[config.mk]
export PLATFORM = sky130hd
export DESIGN_NAME = split_exposure_sequencer_unit
export DESIGN_NICKNAME = d
export VERILOG_FILES = /design/src/hdl/ses_pkg.sv /design/src/hdl/ses_cfg_regs.sv /design/src/hdl/ses_step.sv /design/src/hdl/split_exposure_sequencer_unit.sv
export SDC_FILE = /design/constraint.sdc
export NUM_CORES = 1
export LEC_CHECK = 0
export ABC_AREA = 0
export BUFFER_PORTS_ARGS = -buffer_cell sky130_fd_sc_hd__buf_4
export CORE_MARGIN = 1.5
export CORE_UTILIZATION = 30
export CTS_BUF_LIST = sky130_fd_sc_hd__clkbuf_8 sky130_fd_sc_hd__clkbuf_16
export CTS_CLUSTER_DIAMETER = 150
export DETAILED_ROUTE_END_ITERATION = 8
export HOLD_SLACK_MARGIN = 0.05
export PLACE_DENSITY_LB_ADDON = 0.1
export SLEW_MARGIN = 15
export SYNTH_ARGS = -nofsm -noshare
export SYNTH_HDL_FRONTEND = slang
export SYNTH_SLANG_ARGS = --single-unit
[constraint.sdc]
create_clock -name clk -period 5 [get_ports clk]
set_clock_uncertainty 0.2 [all_clocks]
set_input_delay 0.5 -clock clk [delete_from_list [all_inputs] [get_ports clk]]
set_output_delay 0.5 -clock clk [all_outputs]
set_load 0.005 [all_outputs]
[src/hdl/ses_pkg.sv]
package ses_pkg;

  // Sequence states
  typedef enum logic [3:0] {
    ST_INACTIVE    = 4'd0,
    ST_IDLE        = 4'd1,
    ST_ARM_SOFT    = 4'd2,
    ST_SOFT        = 4'd3,
    ST_WAIT_FILTER = 4'd4,
    ST_ARM_HARD    = 4'd5,
    ST_HARD        = 4'd6,
    ST_DONE        = 4'd7,
    ST_ABORTED     = 4'd8,
    ST_FAULT       = 4'd9
  } seq_state_t;

  // Engine commands
  typedef enum logic [2:0] {
    CMD_NONE        = 3'd0,
    CMD_START_SOFT  = 3'd1,
    CMD_START_HARD  = 3'd2,
    CMD_PAUSE       = 3'd3,
    CMD_RESUME      = 3'd4,
    CMD_ABORT       = 3'd5,
    CMD_CLEAR_FAULT = 3'd6,
    CMD_ACK_DONE    = 3'd7
  } cmd_kind_t;

  // Measurement panel requests
  typedef enum logic [1:0] {
    MEAS_NONE    = 2'd0,
    MEAS_CAPTURE = 2'd1,
    MEAS_UNDO    = 2'd2
  } meas_req_t;

  // Item kinds
  localparam logic [1:0] OP_ACTION = 2'd0;
  localparam logic [1:0] OP_PHASE  = 2'd1;
  localparam logic [1:0] OP_ENTER  = 2'd2;
  localparam logic [1:0] OP_EXIT   = 2'd3;

  // User actions
  localparam logic [2:0] ACT_START   = 3'd0;
  localparam logic [2:0] ACT_MEASURE = 3'd1;
  localparam logic [2:0] ACT_CONFIRM = 3'd2;
  localparam logic [2:0] ACT_PAUSE   = 3'd3;
  localparam logic [2:0] ACT_RESUME  = 3'd4;
  localparam logic [2:0] ACT_UNDO    = 3'd5;

  // Engine phases (code seven is stored but means nothing)
  localparam logic [2:0] PH_IDLE     = 3'd0;
  localparam logic [2:0] PH_PREWAIT  = 3'd1;
  localparam logic [2:0] PH_EXPOSING = 3'd2;
  localparam logic [2:0] PH_PAUSED   = 3'd3;
  localparam logic [2:0] PH_POSTWAIT = 3'd4;
  localparam logic [2:0] PH_DONE     = 3'd5;
  localparam logic [2:0] PH_FAULT    = 3'd6;

  // Configuration register indexes
  localparam int unsigned CFG_IDX_W = 3;
  localparam logic [CFG_IDX_W-1:0] CFG_SOFT_TARGET  = 3'd0;
  localparam logic [CFG_IDX_W-1:0] CFG_HARD_TARGET  = 3'd1;
  localparam logic [CFG_IDX_W-1:0] CFG_PRESENCE_THR = 3'd2;
  localparam logic [CFG_IDX_W-1:0] CFG_DOSE_MODE    = 3'd3;
  localparam logic [CFG_IDX_W-1:0] CFG_FORCE_TIME   = 3'd4;
  localparam logic [CFG_IDX_W-1:0] CFG_ARM_TIMEOUT  = 3'd5;

  localparam logic [15:0] ARM_TIMEOUT_RESET = 16'd200;
  localparam logic [15:0] MIN_START_TARGET  = 16'd10;

  localparam int unsigned IN_TDATA_W  = 48;
  localparam int unsigned OUT_TDATA_W = 64;

  typedef struct packed {
    logic [15:0] soft_target;
    logic [15:0] hard_target;
    logic [15:0] presence_threshold;
    logic        dose_mode;
    logic        force_time;
    logic [15:0] arm_timeout_ms;
  } cfg_t;

  typedef struct packed {
    logic [1:0]  op;
    logic [2:0]  action;
    logic        on_measure_panel;
    logic        wireless_source;
    logic [2:0]  engine_phase;
    logic        fault_latched;
    logic [31:0] now_ms;
  } item_t;

  typedef struct packed {
    seq_state_t  seq_state;
    logic [31:0] changed_at_ms;
    logic [2:0]  last_engine_phase;
  } seq_ctx_t;

  typedef struct packed {
    seq_state_t  seq_state;
    logic [31:0] state_age_ms;
    cmd_kind_t   cmd_kind;
    logic [15:0] cmd_target;
    logic        cmd_dose;
    meas_req_t   measure_request;
  } result_t;

endpackage

[src/hdl/ses_cfg_regs.sv]
module ses_cfg_regs (
  input  logic                        clk,
  input  logic                        rst_n,
  input  logic                        cfg_valid,
  output logic                        cfg_ready,
  input  logic [ses_pkg::CFG_IDX_W-1:0] cfg_index,
  input  logic [15:0]                 cfg_data,
  output ses_pkg::cfg_t               cfg
);

  ses_pkg::cfg_t cfg_r;
  ses_pkg::cfg_t cfg_nxt;

  assign cfg_ready = 1'b1;
  assign cfg      = cfg_r;

  // Decode the register index; unknown indexes are dropped.
  always_comb begin
    cfg_nxt = cfg_r;
    if (cfg_valid) begin
      unique case (cfg_index)
        ses_pkg::CFG_SOFT_TARGET:  cfg_nxt.soft_target        = cfg_data;
        ses_pkg::CFG_HARD_TARGET:  cfg_nxt.hard_target        = cfg_data;
        ses_pkg::CFG_PRESENCE_THR: cfg_nxt.presence_threshold = cfg_data;
        ses_pkg::CFG_DOSE_MODE:    cfg_nxt.dose_mode          = cfg_data[0];
        ses_pkg::CFG_FORCE_TIME:   cfg_nxt.force_time         = cfg_data[0];
        ses_pkg::CFG_ARM_TIMEOUT:  cfg_nxt.arm_timeout_ms     = cfg_data;
        default: ;
      endcase
    end
  end

  always_ff @(posedge clk) begin
    if (!rst_n) begin
      cfg_r.soft_target        <= '0;
      cfg_r.hard_target        <= '0;
      cfg_r.presence_threshold <= '0;
      cfg_r.dose_mode          <= 1'b0;
      cfg_r.force_time         <= 1'b0;
      cfg_r.arm_timeout_ms     <= ses_pkg::ARM_TIMEOUT_RESET;
    end else begin
      cfg_r <= cfg_nxt;
    end
  end

endmodule

[src/hdl/ses_step.sv]
module ses_step (
  input  ses_pkg::cfg_t     cfg,
  input  ses_pkg::item_t    item,
  input  ses_pkg::seq_ctx_t ctx,
  output ses_pkg::seq_ctx_t ctx_next,
  output ses_pkg::result_t  res
);

  logic [31:0]         elapsed;
  logic                soft_pres;
  logic                hard_pres;
  logic                busy;
  logic                restful;
  logic                eng_active;
  logic [15:0]         soft_clamp;
  logic [15:0]         hard_clamp;
  ses_pkg::seq_state_t soft_end;
  ses_pkg::seq_state_t af_state;
  ses_pkg::cmd_kind_t  af_cmd;
  logic [15:0]         af_tgt;
  ses_pkg::seq_state_t st;
  ses_pkg::seq_state_t st_n;
  logic [2:0]          ph_n;
  ses_pkg::cmd_kind_t  cmd;
  logic [15:0]         tgt;
  ses_pkg::meas_req_t  meas;
  logic                changed;

  always_comb begin
    st        = ctx.seq_state;
    elapsed   = item.now_ms - ctx.changed_at_ms;
    soft_pres = cfg.soft_target > cfg.presence_threshold;
    hard_pres = cfg.hard_target > cfg.presence_threshold;
    busy      = (st == ses_pkg::ST_ARM_SOFT) || (st == ses_pkg::ST_SOFT) ||
                (st == ses_pkg::ST_ARM_HARD) || (st == ses_pkg::ST_HARD);
    restful   = (st == ses_pkg::ST_IDLE) || (st == ses_pkg::ST_ABORTED) ||
                (st == ses_pkg::ST_DONE);
    eng_active = (item.engine_phase == ses_pkg::PH_PREWAIT) ||
                 (item.engine_phase == ses_pkg::PH_EXPOSING) ||
                 (item.engine_phase == ses_pkg::PH_PAUSED) ||
                 (item.engine_phase == ses_pkg::PH_POSTWAIT);
    soft_clamp = (cfg.soft_target < ses_pkg::MIN_START_TARGET) ?
                 ses_pkg::MIN_START_TARGET : cfg.soft_target;
    hard_clamp = (cfg.hard_target < ses_pkg::MIN_START_TARGET) ?
                 ses_pkg::MIN_START_TARGET : cfg.hard_target;
    soft_end   = hard_pres ? ses_pkg::ST_WAIT_FILTER : ses_pkg::ST_DONE;

    // After the filter change: start the hard part if there is one.
    if (hard_pres) begin
      af_state = ses_pkg::ST_ARM_HARD;
      af_cmd   = ses_pkg::CMD_START_HARD;
      af_tgt   = hard_clamp;
    end else begin
      af_state = ses_pkg::ST_DONE;
      af_cmd   = ses_pkg::CMD_NONE;
      af_tgt   = '0;
    end

    st_n = st;
    ph_n = ctx.last_engine_phase;
    cmd  = ses_pkg::CMD_NONE;
    tgt  = '0;
    meas = ses_pkg::MEAS_NONE;

    unique case (item.op)
      ses_pkg::OP_ENTER: begin
        ph_n = ses_pkg::PH_IDLE;
        st_n = ses_pkg::ST_IDLE;
      end
      ses_pkg::OP_EXIT: begin
        if (busy) begin
          cmd = ses_pkg::CMD_ABORT;
        end
        ph_n = ses_pkg::PH_IDLE;
        st_n = ses_pkg::ST_INACTIVE;
      end
      ses_pkg::OP_PHASE: begin
        if (st != ses_pkg::ST_INACTIVE) begin
          ph_n = item.engine_phase;
          if (item.engine_phase == ses_pkg::PH_FAULT) begin
            st_n = ses_pkg::ST_FAULT;
          end else begin
            unique case (st)
              ses_pkg::ST_ARM_SOFT: begin
                if (eng_active) begin
                  st_n = ses_pkg::ST_SOFT;
                end else if (item.engine_phase == ses_pkg::PH_DONE ||
                             (elapsed > {16'd0, cfg.arm_timeout_ms} &&
                              item.engine_phase == ses_pkg::PH_IDLE)) begin
                  st_n = soft_end;
                end
              end
              ses_pkg::ST_SOFT: begin
                if (item.engine_phase == ses_pkg::PH_DONE ||
                    item.engine_phase == ses_pkg::PH_IDLE) begin
                  st_n = soft_end;
                end
              end
              ses_pkg::ST_ARM_HARD: begin
                if (eng_active) begin
                  st_n = ses_pkg::ST_HARD;
                end else if (item.engine_phase == ses_pkg::PH_DONE ||
                             item.engine_phase == ses_pkg::PH_IDLE) begin
                  st_n = ses_pkg::ST_DONE;
                end
              end
              ses_pkg::ST_HARD: begin
                if (item.engine_phase == ses_pkg::PH_DONE ||
                    item.engine_phase == ses_pkg::PH_IDLE) begin
                  st_n = ses_pkg::ST_DONE;
                end
              end
              ses_pkg::ST_DONE: begin
                if (item.engine_phase == ses_pkg::PH_IDLE) begin
                  st_n = ses_pkg::ST_IDLE;
                end
              end
              ses_pkg::ST_FAULT: begin
                if (item.engine_phase == ses_pkg::PH_IDLE && !item.fault_latched) begin
                  st_n = ses_pkg::ST_ABORTED;
                end
              end
              default: ;
            endcase
          end
        end
      end
      default: begin
        if (st != ses_pkg::ST_INACTIVE) begin
          unique case (item.action)
            ses_pkg::ACT_START: begin
              if (item.on_measure_panel) begin
                meas = ses_pkg::MEAS_CAPTURE;
              end else if (st == ses_pkg::ST_WAIT_FILTER) begin
                st_n = af_state;
                cmd  = af_cmd;
                tgt  = af_tgt;
              end else if (busy) begin
                if (ctx.last_engine_phase == ses_pkg::PH_EXPOSING) begin
                  cmd = ses_pkg::CMD_PAUSE;
                end else if (ctx.last_engine_phase == ses_pkg::PH_PAUSED) begin
                  cmd = ses_pkg::CMD_RESUME;
                end
              end else if (restful) begin
                if (soft_pres) begin
                  cmd  = ses_pkg::CMD_START_SOFT;
                  tgt  = soft_clamp;
                  st_n = ses_pkg::ST_ARM_SOFT;
                end else if (hard_pres) begin
                  cmd  = ses_pkg::CMD_START_HARD;
                  tgt  = hard_clamp;
                  st_n = ses_pkg::ST_ARM_HARD;
                end
              end else if (st == ses_pkg::ST_FAULT) begin
                cmd  = ses_pkg::CMD_CLEAR_FAULT;
                st_n = ses_pkg::ST_ABORTED;
              end
            end
            ses_pkg::ACT_MEASURE: begin
              if (st == ses_pkg::ST_FAULT) begin
                cmd  = ses_pkg::CMD_CLEAR_FAULT;
                st_n = ses_pkg::ST_ABORTED;
              end else if (item.on_measure_panel && !item.wireless_source) begin
                meas = ses_pkg::MEAS_CAPTURE;
              end
            end
            ses_pkg::ACT_CONFIRM: begin
              if (st == ses_pkg::ST_WAIT_FILTER) begin
                st_n = af_state;
                cmd  = af_cmd;
                tgt  = af_tgt;
              end else if (st == ses_pkg::ST_DONE) begin
                cmd  = ses_pkg::CMD_ACK_DONE;
                st_n = ses_pkg::ST_IDLE;
              end
            end
            ses_pkg::ACT_PAUSE: begin
              if (busy) begin
                cmd = ses_pkg::CMD_PAUSE;
              end
            end
            ses_pkg::ACT_RESUME: begin
              if (busy) begin
                cmd = ses_pkg::CMD_RESUME;
              end
            end
            ses_pkg::ACT_UNDO: begin
              if (item.on_measure_panel && restful) begin
                meas = ses_pkg::MEAS_UNDO;
              end else if (busy) begin
                cmd  = ses_pkg::CMD_ABORT;
                st_n = ses_pkg::ST_ABORTED;
              end else if (st == ses_pkg::ST_WAIT_FILTER) begin
                cmd  = ses_pkg::CMD_ACK_DONE;
                st_n = ses_pkg::ST_ABORTED;
              end else if (st == ses_pkg::ST_DONE) begin
                cmd  = ses_pkg::CMD_ACK_DONE;
                st_n = ses_pkg::ST_IDLE;
              end else if (st == ses_pkg::ST_FAULT) begin
                cmd  = ses_pkg::CMD_CLEAR_FAULT;
                st_n = ses_pkg::ST_ABORTED;
              end else if (st == ses_pkg::ST_ABORTED) begin
                st_n = ses_pkg::ST_IDLE;
              end
            end
            default: ;
          endcase
        end
      end
    endcase

    // Timestamp only on a real state change.
    changed = (st_n != st);
    ctx_next.seq_state         = st_n;
    ctx_next.last_engine_phase = ph_n;
    ctx_next.changed_at_ms     = changed ? item.now_ms : ctx.changed_at_ms;

    res.seq_state       = st_n;
    res.state_age_ms    = (st_n == ses_pkg::ST_INACTIVE || changed) ? 32'd0 : elapsed;
    res.cmd_kind        = cmd;
    res.cmd_target      = tgt;
    res.cmd_dose        = (cmd != ses_pkg::CMD_NONE) && cfg.dose_mode && !cfg.force_time;
    res.measure_request = meas;
  end

endmodule

[src/hdl/split_exposure_sequencer_unit.sv]
// Split exposure sequencer: soft then hard exposure, one result per item.
// Pipeline: an input transfer is held in the input register, then the state update
//   fills the result register and out_tvalid rises.
// Throughput: 1 item per cycle while the receiver takes results, set by the state update loop.
// Reset (rst_n low, synchronous): sequence inactive, last phase idle, change time
//   zero, configuration at reset values (arm timeout 200 ms), both stages empty.
module split_exposure_sequencer_unit (
  input  logic                            clk,
  input  logic                            rst_n,

  // Input stream
  input  logic                            in_tvalid,
  output logic                            in_tready,
  // tdata, low bit up: action[2:0], on_measure_panel[3], wireless_source[4],
  //   engine_phase[7:5], fault_latched[8], now_ms[40:9], zero fill [47:41]
  input  logic [ses_pkg::IN_TDATA_W-1:0]  in_tdata,
  // tuser: op[1:0]
  input  logic [1:0]                      in_tuser,

  // Result stream
  output logic                            out_tvalid,
  input  logic                            out_tready,
  // tdata, low bit up: seq_state[3:0], state_age_ms[35:4], cmd_kind[38:36],
  //   cmd_target[54:39], cmd_dose[55], measure_request[57:56], zero fill [63:58]
  output logic [ses_pkg::OUT_TDATA_W-1:0] out_tdata,

  // Configuration writes
  input  logic                            cfg_valid,
  output logic                            cfg_ready,
  input  logic [ses_pkg::CFG_IDX_W-1:0]   cfg_index,
  input  logic [15:0]                     cfg_data
);

  ses_pkg::cfg_t     cfg;
  ses_pkg::item_t    item_in;

  logic              in_valid_r;
  ses_pkg::item_t    in_item_r;
  logic              out_valid_r;
  logic              out_valid_nxt;
  ses_pkg::result_t  out_res_r;
  ses_pkg::seq_ctx_t ctx_r;
  ses_pkg::seq_ctx_t ctx_nxt;
  ses_pkg::result_t  step_res;
  logic              advance;

  ses_cfg_regs u_cfg (
    .clk       (clk),
    .rst_n     (rst_n),
    .cfg_valid (cfg_valid),
    .cfg_ready (cfg_ready),
    .cfg_index (cfg_index),
    .cfg_data  (cfg_data),
    .cfg       (cfg)
  );

  // Unpack the input transfer.
  always_comb begin
    item_in.op               = in_tuser;
    item_in.action           = in_tdata[2:0];
    item_in.on_measure_panel = in_tdata[3];
    item_in.wireless_source  = in_tdata[4];
    item_in.engine_phase     = in_tdata[7:5];
    item_in.fault_latched    = in_tdata[8];
    item_in.now_ms           = in_tdata[40:9];
  end

  // Advance the held item into the result register when that slot is free
  // or drains this cycle. The input register refills in the same cycle.
  assign advance   = in_valid_r && (!out_valid_r || out_tready);
  assign in_tready = !in_valid_r || advance;

  ses_step u_step (
    .cfg      (cfg),
    .item     (in_item_r),
    .ctx      (ctx_r),
    .ctx_next (ctx_nxt),
    .res      (step_res)
  );

  always_comb begin
    out_valid_nxt = out_valid_r;
    if (advance) begin
      out_valid_nxt = 1'b1;
    end else if (out_tready) begin
      out_valid_nxt = 1'b0;
    end
  end

  // Control and sequence state
  always_ff @(posedge clk) begin
    if (!rst_n) begin
      in_valid_r              <= 1'b0;
      out_valid_r             <= 1'b0;
      ctx_r.seq_state         <= ses_pkg::ST_INACTIVE;
      ctx_r.changed_at_ms     <= '0;
      ctx_r.last_engine_phase <= ses_pkg::PH_IDLE;
    end else begin
      if (in_tready) begin
        in_valid_r <= in_tvalid;
      end
      out_valid_r <= out_valid_nxt;
      if (advance) begin
        ctx_r <= ctx_nxt;
      end
    end
  end

  // Payload registers
  always_ff @(posedge clk) begin
    if (in_tready && in_tvalid) begin
      in_item_r <= item_in;
    end
    if (advance) begin
      out_res_r <= step_res;
    end
  end

  assign out_tvalid = out_valid_r;
  assign out_tdata  = {6'd0,
                       out_res_r.measure_request,
                       out_res_r.cmd_dose,
                       out_res_r.cmd_target,
                       out_res_r.cmd_kind,
                       out_res_r.state_age_ms,
                       out_res_r.seq_state};

endmodule

==> impl_metrics.csv, run 1 <==
group,metric,value,unit
floorplanning,rows,75,
run,drv_cap,0,
logic_synthesis,synth-seq-cells,208,
placed_design,detailed_place_hpwl,30300,microns
sta,layout_min_cycle_time,5.17,ns
detailed_routing,drt_iter0_markers,646,
setup_path,cp-start-kind,"flip-flop",
setup_path,path_max_fanout,6,
placed_design,dp.cells,2115,
logic_synthesis,syn_area,12700,sq um
logic_synthesis,yosys-top-cells-area,"edfxtp_1 24%, dfxtp_1 17%, ha_1 7.8%",
logic_synthesis,synth_cell_type_count,87,
logic_synthesis,netlist_instances,1438,
setup_path,setup.worst_path.end_class,"flip-flop",
pwr,irDropWorstVdd,213,uV
setup_path,worstSetupPathType,"flip-flop to flip-flop",
sta,worst_slew_pin_slew,0.850,ns
cts,htreeDepth,1,
setup_path,critical_path_arrival,5.24,ns
floorplanning,start_util,30.4,%
cts,clockBufferDepth,3,
pwr,power.density,301,nW/um^2
cells_and_area,drive_above_1_share,19.0,%
floorplanning,die_y,209,microns
setup_path,cp.depth,24,
setup_path,cp_top_family,"compound AO/OA/AOI/OAI gates",
floorplanning,core,41900,sq um
cts,clkTransAtPathRegs,0.06,ns
setup_path,slowest_stage,"edfxtp_1",
global_routing,grt_first_pass_wirelength,63200,microns
placed_design,pre_cts_slack,-0.481,ns
floorplanning,die-area,43600,sq um
logic_synthesis,synthArstFlopShare,0,%
placed_design,portBuffers,126,
logic_synthesis,ys.flop_type,"dfxtp_1",
global_routing,grt_max_degree,85,
logic_synthesis,yosysMostFrequentCell,"nand2_1",
cells_and_area,diodes,0,
sta,finalHoldViolCount,0,
cts,clock-sinks,208,
sta,rsz0062_at_grt,"yes",
logic_synthesis,synth_edf_count,101,
global_routing,overflow,0,
sta,drv_slew,0,
status,violations,"negative setup slack",
detailed_routing,drt_wl_total,41200,microns
sta,setup_viol,64,
logic_synthesis,synth.top_cell.area_share,23.8,%
detailed_routing,antenna_left,0,
detailed_routing,routedWlPerCell,18.5,microns
sta,post-route-period-util,103,%
hold_path,min_path_type,"input pin to flip-flop",
hold_path,holdPathStages,3,
detailed_routing,firstDrtPassIters,5,
sta,setup_ws,-0.173,ns
setup_path,crit_chain,"inv_1 > ha_2 > inv_2 > fa_2 > a211oi_2 > o21a_2 > o21a_1 > nand2b_1 > a21oi_2 > xnor2_2 > ha_1 > and3_4 > a221o_1 > a221oi_2 > nor2_1 > nor3_1 > buf_4 > o211ai_1 > a2111oi_4 > nand4_1 > a221oi_4 > buf_12 > buf_8 > a211oi_2",
logic_synthesis,syn_area_per_cell,8.84,sq um
cts,cts_tree,"built",
logic_synthesis,yosys-top-cells-count,"263 x nand2_1, 107 x dfxtp_1, 101 x edfxtp_1",
cts,clock-root-buffer,"clkbuf_16",
sta,timing.fmax,0.193,GHz
logic_synthesis,yosysTopAreaCell,"edfxtp_1",
setup_path,critical-path-max-stage-delay,0.38,ns
detailed_routing,vias,11300,
floorplanning,boundaryPins,141,
sta,maxSlewHeadroom,43.0,%
cts,clk_latency,0.56,ns
setup_path,path_buf_inv,5,
cells_and_area,nNetsFinal,1829,
setup_path,required,5.07,ns
pwr,finalPower,4.96,mW
detailed_routing,drt-vias-per-instance,5.08,
logic_synthesis,ys_warn_count,0,
sta,tns,-7.81,ns
floorplanning,die_w,209,microns
global_routing,grt_usage,18.4,%
setup_path,crit_path_frequent_cell,"a211oi_2",
detailed_routing,drc,0,
status,status,"complete, but fails checks",
global_routing,grt_pass1_vias,11000,
cells_and_area,area_growth,29.4,%
pwr,power_leakage,6.33,nW
cells_and_area,finalNonFillerCells,2234,
cts,cts_buffers,26,
placed_design,place_congestion,0.886,
setup_path,reg2reg_depth,24,
logic_synthesis,ys_seq_area_share,40.7,%
global_routing,antenna_found_initial,0,
-- final timing paths --
path | to | slack (ns) | startpoint
setup / recovery | out_tdata[34]$_SDFFCE_PP0P_ | -0.17 | in_item_r[0]$_DFFE_PP_
hold / removal | out_tvalid$_SDFFE_PN0P_ | 0.11 | out_tready
hold reg to reg | ctx_r[10]$_SDFFE_PN0P_ | 0.26 | ctx_r[10]$_SDFFE_PN0P_
setup reg to reg | out_tdata[34]$_SDFFCE_PP0P_ | -0.17 | in_item_r[0]$_DFFE_PP_
-- cell type report --
cell class | instances | area (sq um)
clock buffer | 31 | 731
clock inverter | 17 | 171
fill | 4272 | 25400
inverter | 88 | 330
multi-input combinational | 1061 | 6900
sequential | 208 | 5170
tap | 539 | 674
timing repair buffer | 290 | 2470
-- flip-flops by register name, summed over array words and instances (netlist names) --
| name | cells |
|---|---|
| out_tvalid | 1 |
| out_tdata | 58 |
| in_valid_r | 1 |
| u_cfg.cfg | 66 |
| ctx_r | 39 |
| in_item_r | 43 |
-- metal layers --
| metal | track usage (%) | vias up | share of wire [%] |
|---|---|---|---|
| met5 | 0 | - | 0 |
| met4 | 5.35 | 0 | 2.2 |
| met3 | 2.60 | 51 | 4.3 |
| met2 | 30.6 | 245 | 47 |
| met1 | 24.7 | 5378 | 47 |
| li1 | - | 5670 | - |
-- repair_timing --
item,4_1_cts,5_1_grt
setup buffers,2,3
hold buffers,60,0
endpoints found under the setup margin,69,70
hold endpoints to repair,105,0
pin swaps,14,9
resized for setup,16,12
gates cloned,3,2
-- placed cells by master, fill, tap and decap left out, types with 14 or more instances in the layout --
cell             n
nor3_1          24
a22oi_1         16
dfxtp_1        107
nand3_1         23
nand2_1        263
ha_1            78
a21o_1          14
o21ai_0         54
nand2b_1        20
nand4_1         17
o211ai_1        40
a21boi_0        65
nor2_1          67
a21oi_1         90
mux2i_1         34
nor4_1          14
buf_4          216
inv_1           88
dlygate4sd3_1   60
nor2b_1         16
edfxtp_1       101
clkbuf_16       29
-- where the power goes --
part / internal (mW) / switching, mW
clock network: 1.19 / 0.773
logic: 0.475 / 0.589
registers: 1.87 / 0.0601
-- worst reg2reg max path: cells and delay by family, from the launching register on --
kind | cells | cell delay, ns
AND/OR/NAND/NOR | 5 | 0.71
XOR/XNOR | 1 | 0.11
AO/OA/AOI/OAI | 10 | 2.09
buffers and inverters | 5 | 0.54
flip-flops | 1 | 0.38
adder cells (fa/ha/maj) | 3 | 0.85
-- through the flow --
stage	hold slack [ns]	util (%)	instance area (sq um)
after floorplan	0.238	-	12700
after global placement	0.245	35.1	14700
after detailed placement	0.251	35.1	14700
after CTS	0.0627	39.0	16300
after global routing	0.104	39.3	16500
final	0.106	39.3	16500
-- logic make-up after synthesis --
family | Yosys count | share of synthesized area (%)
simple gates | 515 | 19.1
mux | 34 | 2.68
compound gates | 403 | 22.1
flops | 208 | 40.7
fa+ha+maj | 81 | 8.01
xor+xnor | 21 | 1.45
buf+inv | 174 | 5.86
other cells | 2 | 0.0591
Power figures use the tool's default switching activity.
==> run 2: changes to the inputs <==
--- a/config.mk
+++ b/config.mk
@@ -13,7 +13,9 @@
 export CTS_CLUSTER_DIAMETER = 150
 export DETAILED_ROUTE_END_ITERATION = 8
 export HOLD_SLACK_MARGIN = 0.05
+export MAX_ROUTING_LAYER = met4
 export PLACE_DENSITY_LB_ADDON = 0.1
+export REMOVE_ABC_BUFFERS = 1
 export SLEW_MARGIN = 15
 export SYNTH_ARGS = -nofsm -noshare
 export SYNTH_HDL_FRONTEND = slang
==> run 2 against run 1 <==
  * Fmax is essentially flat
  * Sequential share of layout area decreased by 0.29 points
  * Die area stayed put
  * Clock-buffer cell count increased by 2
  * Sequential power hardly changed
  * Critical path depth fell by 1
  * Largest power group unchanged
  * Global-route usage grew 0.053 points
  * The flow still finishes with violations (negative setup slack)
  * Final area rose by 0.94%
==> impl_metrics.csv, run 2 (same netlist as run 1, synthesis figures left out) <==
group,metric,value,unit
cts,cts_buffers,26,
sta,setup_ws,-0.171,ns
cts,clk_latency,0.55,ns
detailed_routing,routedWlPerCell,17.7,microns
hold_path,worstHoldEndpoint,"out_tvalid$_SDFFE_PN0P_",
detailed_routing,vias,11200,
cts,cts_tree,"built",
placed_design,detailed_place_hpwl,28900,microns
detailed_routing,firstDrtPassIters,5,
detailed_routing,drc,0,
placed_design,place_congestion,0.862,
cts,clkTransAtPathRegs,0.06,ns
sta,setup_viol,57,
pwr,switching_share,28.0,%
setup_path,setup.worst_path.end_class,"flip-flop",
floorplanning,die_y,209,microns
floorplanning,die_w,209,microns
cells_and_area,nNetsFinal,1823,
pwr,comb_power_share,21.2,%
pwr,clock_power_share,40.6,%
setup_path,reg2reg_to,"out_tdata[21]$_SDFFCE_PP0P_",
hold_path,worstHoldStart,"out_tready",
cells_and_area,diodes,0,
hold_path,holdPathStages,3,
sta,worst_slew_pin_slew,0.841,ns
run,drv_cap,0,
cells_and_area,largest_reg_flops,66,
cells_and_area,drive_above_1_share,19.8,%
detailed_routing,antenna_left,0,
setup_path,cp-start-kind,"flip-flop",
pwr,power.internal,3.62,mW
pwr,pwr-share-seq,38.2,%
cells_and_area,area_growth,30.6,%
global_routing,grt_max_degree,75,
sta,timing.fmax,0.193,GHz
sta,fin_hold_ws,0.0893,ns
floorplanning,boundaryPins,141,
cts,clock-root-buffer,"clkbuf_16",
cts,clockBufferDepth,3,
setup_path,reg2reg_depth,23,
global_routing,grt_first_pass_wirelength,62100,microns
floorplanning,start_util,30.4,%
setup_path,path_max_fanout,6,
status,violations,"negative setup slack",
sta,tns,-5.77,ns
status,status,"complete, but fails checks",
cts,htreeDepth,1,
global_routing,overflow,0,
setup_path,critical_path_arrival,5.23,ns
pwr,power_leakage,6.37,nW
floorplanning,rows,75,
sta,post-route-period-util,103,%
cells_and_area,final_cell_mix,"263 x nand2_1, 206 x buf_4, 107 x dfxtp_1",
pwr,switching_power,1.41,mW
detailed_routing,drt_wl_total,39500,microns
sta,maxSlewHeadroom,43.9,%
detailed_routing,drt-vias-per-instance,5.03,
setup_path,rrSetupSlack,-0.17,ns
sta,layout_min_cycle_time,5.17,ns
cells_and_area,final_common_cell,"nand2_1",
hold_path,min_path_type,"input pin to flip-flop",
pwr,irDropWorstVdd,234,uV
setup_path,worstSetupPathType,"flip-flop to flip-flop",
sta,drv_slew,0,
detailed_routing,drt_iter0_markers,590,
global_routing,grt_pass1_vias,11100,
global_routing,grt_usage,18.4,%
floorplanning,core,41900,sq um
setup_path,regToRegStartpoint,"in_item_r[0]$_DFFE_PP_",
sta,finalHoldViolCount,0,
sta,rsz0062_at_grt,"yes",
global_routing,antenna_found_initial,0,
cts,clock-sinks,208,
placed_design,portBuffers,126,
pwr,power.density,303,nW/um^2
floorplanning,die-area,43600,sq um
setup_path,required,5.06,ns
## run 2: power groups by stage
stage / Clock, mW / Sequential (mW) / Combinational, mW
2_1_floorplan: 0 / 1.94 / 0.566
3_3_place_gp: 0 / 1.96 / 0.969
3_5_place_dp: 0 / 1.96 / 0.976
4_1_cts: 2.11 / 1.93 / 1.06
5_1_grt: 2.17 / 1.93 / 1.18
6_report: 2.04 / 1.92 / 1.07
## run 2: repair_timing
action                                  in CTS  in global routing
cloned                                       5                  1
endpoints found under the setup margin      70                 70
buffers inserted                             5                  6
pin swaps                                   24                 19
endpoints found under the hold margin      100                  0
gates resized for setup                     23                 27
hold buffers                                59                  0
## run 2: metal layers
metal	part of all wire [%]	GRT usage, %	vias to the layer above
li1	-	-	5643
met1	45	23.0	5311
met2	49	31.6	205
met3	3.1	2.19	51
met4	2.3	4.67	0
met5	0	-	-
## run 2: how the worst max path moves through the flow
stage | start | to | slack (ns) | cells after the start
floorplan | in_item_r[0]$_DFFE_PP_ | ctx_r[10]$_SDFFE_PN0P_ | -0.97 | 21
global placement | in_item_r[0]$_DFFE_PP_ | out_tdata[28]$_SDFFCE_PP0P_ | -0.54 | 22
detailed placement | in_item_r[0]$_DFFE_PP_ | out_tdata[28]$_SDFFCE_PP0P_ | -0.63 | 22
CTS | in_item_r[0]$_DFFE_PP_ | out_tdata[25]$_SDFFCE_PP0P_ | -0.26 | 23
global route | in_item_r[0]$_DFFE_PP_ | out_tdata[17]$_SDFFCE_PP0P_ | -0.48 | 24
finish | in_item_r[0]$_DFFE_PP_ | out_tdata[21]$_SDFFCE_PP0P_ | -0.17 | 23
## run 2: final cells by class
cell class | instances | area [sq um]
Fill cell | 4217 | 25200
Multi-Input combinational cell | 1061 | 6970
Sequential cell | 208 | 5170
Timing Repair Buffer | 284 | 2510
Clock buffer | 33 | 769
Tap cell | 539 | 674
Inverter | 88 | 330
Clock inverter | 15 | 176
## run 2: worst max-delay path: stages, from the launching register on
cell       delay (ns)
edfxtp_1         0.38
inv_1            0.07
ha_2             0.19
inv_2            0.04
fa_2             0.35
a211oi_2         0.19
o21a_2           0.16
o21a_1           0.15
nand2b_1         0.07
a21oi_2          0.17
xnor2_2          0.16
ha_1             0.29
and3_4           0.16
a221o_1          0.32
a221oi_2         0.24
nor2_1           0.07
nor3_2           0.20
o211ai_1         0.18
a2111oi_4        0.33
nand4_1          0.22
a221oi_4         0.37
buf_6            0.19
buf_12           0.13
a211oi_1         0.06
## run 2: per-stage QoR
step	setup slack, ns	area, sq um	total power, mW	cells	util, %
after floorplan	-0.965	12300	2.51	1357	-
final	-0.171	16600	5.03	2228	39.7
after global placement	-0.542	14600	2.93	2106	35.0
after CTS	-0.263	16500	5.09	2223	39.3
after detailed placement	-0.628	14600	2.94	2106	35.0
after global routing	-0.476	16600	5.28	2228	39.7
==> run 3: changes to the inputs <==
==> constraint.sdc (replaced) <==
create_clock -name clk -period 6.3 [get_ports clk]
set_clock_uncertainty 0.2 [all_clocks]
set_input_delay 0.63 -clock clk [delete_from_list [all_inputs] [get_ports clk]]
set_output_delay 0.63 -clock clk [all_outputs]
set_load 0.005 [all_outputs]
==> run 3 against run 2 <==
  * The flow now finishes without violations
  * Combinational power shrank 32%
  * Setup slack improved by 0.65 ns
  * Global-route usage fell by 0.63 points
  * Wire length decreased by 4.6%
  * Final cell count fell by 4.5%
  * Sequential power fell by 21%
  * First-iteration DRC count rose by 4.6%
  * Fmax down 11%
  * Non-clock buffer count shrank 101
  * Critical path depth is 1 lower
  * Clock power fell by 24%
  * Sequential share of layout area grew 2.4 points
  * Critical endpoint is now out_tdata[22]$_SDFFCE_PP0P_
==> impl_metrics.csv, run 3 (same netlist as run 1, synthesis figures left out) <==
group,metric,value,unit
pwr,finalPower,3.81,mW
hold_path,min_path_type,"input pin to flip-flop",
placed_design,portBuffers,126,
cells_and_area,finish.utilization,36.8,%
sta,layout_min_cycle_time,5.82,ns
placed_design,placed_cell_area,14100,sq um
global_routing,grt_usage,17.8,%
floorplanning,die-area,43600,sq um
floorplanning,boundaryPins,141,
detailed_routing,firstDrtPassIters,5,
setup_path,setup.worst_path.end_class,"flip-flop",
cells_and_area,diodes,0,
cells_and_area,final_cell_mix,"263 x nand2_1, 138 x buf_4, 107 x dfxtp_1",
cells_and_area,finalNonFillerCells,2127,
detailed_routing,drt-vias-per-instance,5.08,
placed_design,dp.cells,2036,
detailed_routing,drc,0,
global_routing,grt_max_degree,74,
floorplanning,core,41900,sq um
cells_and_area,largest_reg_flops,66,
global_routing,grtUsageMet2,30.0,%
cells_and_area,final_common_cell,"nand2_1",
floorplanning,die_y,209,microns
sta,finalHoldViolCount,0,
cells_and_area,stdcell_area,15400,sq um
cts,postCtsHoldBufs,43,
status,status,"completed",
global_routing,overflow,0,
pwr,power_leakage,5.77,nW
floorplanning,rows,75,
cells_and_area,nNetsFinal,1722,
sta,worst_slew_pin_slew,0.937,ns
floorplanning,die_w,209,microns
detailed_routing,drt_iter0_markers,617,
pwr,irDropWorstVdd,183,uV
run,drv_cap,0,
sta,setup_viol,0,
global_routing,met1_usage,22.6,%
setup_path,required,6.47,ns
cts,clock-root-buffer,"clkbuf_16",
cts,cts_buffers,26,
global_routing,use_met3,2.21,%
floorplanning,start_util,30.4,%
sta,post-route-period-util,92.4,%
detailed_routing,antenna_left,0,
placed_design,place_congestion,0.873,
setup_path,cp-start-kind,"flip-flop",
detailed_routing,vias,10800,
cts,clockBufferDepth,3,
sta,maxSlewHeadroom,37.6,%
setup_path,path_max_fanout,34,
cts,clkTransAtPathRegs,0.07,ns
cells_and_area,drive_above_1_share,13.5,%
cts,cts_tree,"built",
global_routing,grt_pass1_vias,10700,
detailed_routing,drt_wl_total,37700,microns
placed_design,detailed_place_hpwl,27900,microns
global_routing,top_usage_layer,"met2",
sta,rsz0062_at_grt,"no",
global_routing,grt_first_pass_wirelength,60300,microns
cts,clock-sinks,208,
setup_path,worstSetupPathType,"flip-flop to flip-flop",
global_routing,antenna_found_initial,0,
cts,htreeDepth,1,
cts,clk_latency,0.56,ns
setup_path,critical_path_arrival,6.00,ns
sta,drv_slew,0,
sta,timing.fmax,0.172,GHz
cts,postCtsSetupBuffers,0,
cts,cts-resized-gates,0,
cells_and_area,area_growth,21.2,%
pwr,power.density,247,nW/um^2
sta,tns,0,ns
detailed_routing,routedWlPerCell,17.7,microns
cells_and_area,fillers,4345,
run 3: changes by cell type in the layout (fill, tap and decap cells not counted), sizes merged:
| cell | delta |
|---|---|
| inv | +1 |
| clkbuf | -2 |
| dlygate4sd3 | -16 |
| clkinv | +1 |
| bufinv | -1 |
| buf | -84 |
run 3: routing by layer:
layer / vias up / part of all wire [%]
met5: - / 0
met4: 0 / 2.6
met3: 45 / 3.6
met2: 202 / 48
met1: 5107 / 46
li1: 5449 / -
run 3: worst paths after layout:
| path | start | endpoint | slack (ns) | cells past startpoint |
|---|---|---|---|---|
| min reg2reg | ctx_r[21]$_SDFFE_PN0P_ | ctx_r[21]$_SDFFE_PN0P_ | 0.25 | 2 |
| max reg2reg | in_item_r[0]$_DFFE_PP_ | out_tdata[22]$_SDFFCE_PP0P_ | 0.48 | 22 |
| max | in_item_r[0]$_DFFE_PP_ | out_tdata[22]$_SDFFCE_PP0P_ | 0.48 | 22 |
| min | in_tvalid | in_valid_r$_SDFFE_PN0N_ | 0.13 | 3 |
run 3: where the power goes:
part / leakage [nW] / total (mW) / switching [mW] / internal (mW)
Sequential: 1.82 / 1.52 / 0.0433 / 1.48
Combinational: 3.48 / 0.723 / 0.433 / 0.290
Clock: 0.468 / 1.56 / 0.602 / 0.962
run 3: critical path, cell delays in order, from the launching register on:
cell and delay, ns:
edfxtp_1 0.39, inv_1 0.07, ha_1 0.18, inv_1 0.06, fa_1 0.43, a211oi_2 0.20
o21a_2 0.24, o21a_1 0.21, nand2b_1 0.07, a21oi_1 0.18, xnor2_1 0.22, ha_1 0.31
and3_1 0.18, a221o_1 0.35, a221oi_1 0.30, nor2_1 0.07, nor3_1 0.34, o211ai_1 0.20
a2111oi_4 0.37, nand3_1 0.18, o311a_1 0.38, buf_4 0.26, a211oi_1 0.26
run 3: area by class of cell:
class	count	area, sq um	area share [%]
Clock buffer	32	756	4.90
Clock inverter	16	144	0.933
Inverter	88	330	2.14
Multi-Input combinational cell	1061	6830	44.3
Sequential cell	208	5170	33.6
Tap cell	539	674	4.37
Timing Repair Buffer	183	1510	9.77
run 3: per-stage QoR:
step | hold WS [ns] | worst slack, ns
floorplan | 0.238 | 0.335
global placement | 0.244 | 0.527
detailed placement | 0.251 | 0.428
CTS | 0.0921 | 0.388
global route | 0.135 | 0.0484
finish | 0.126 | 0.477
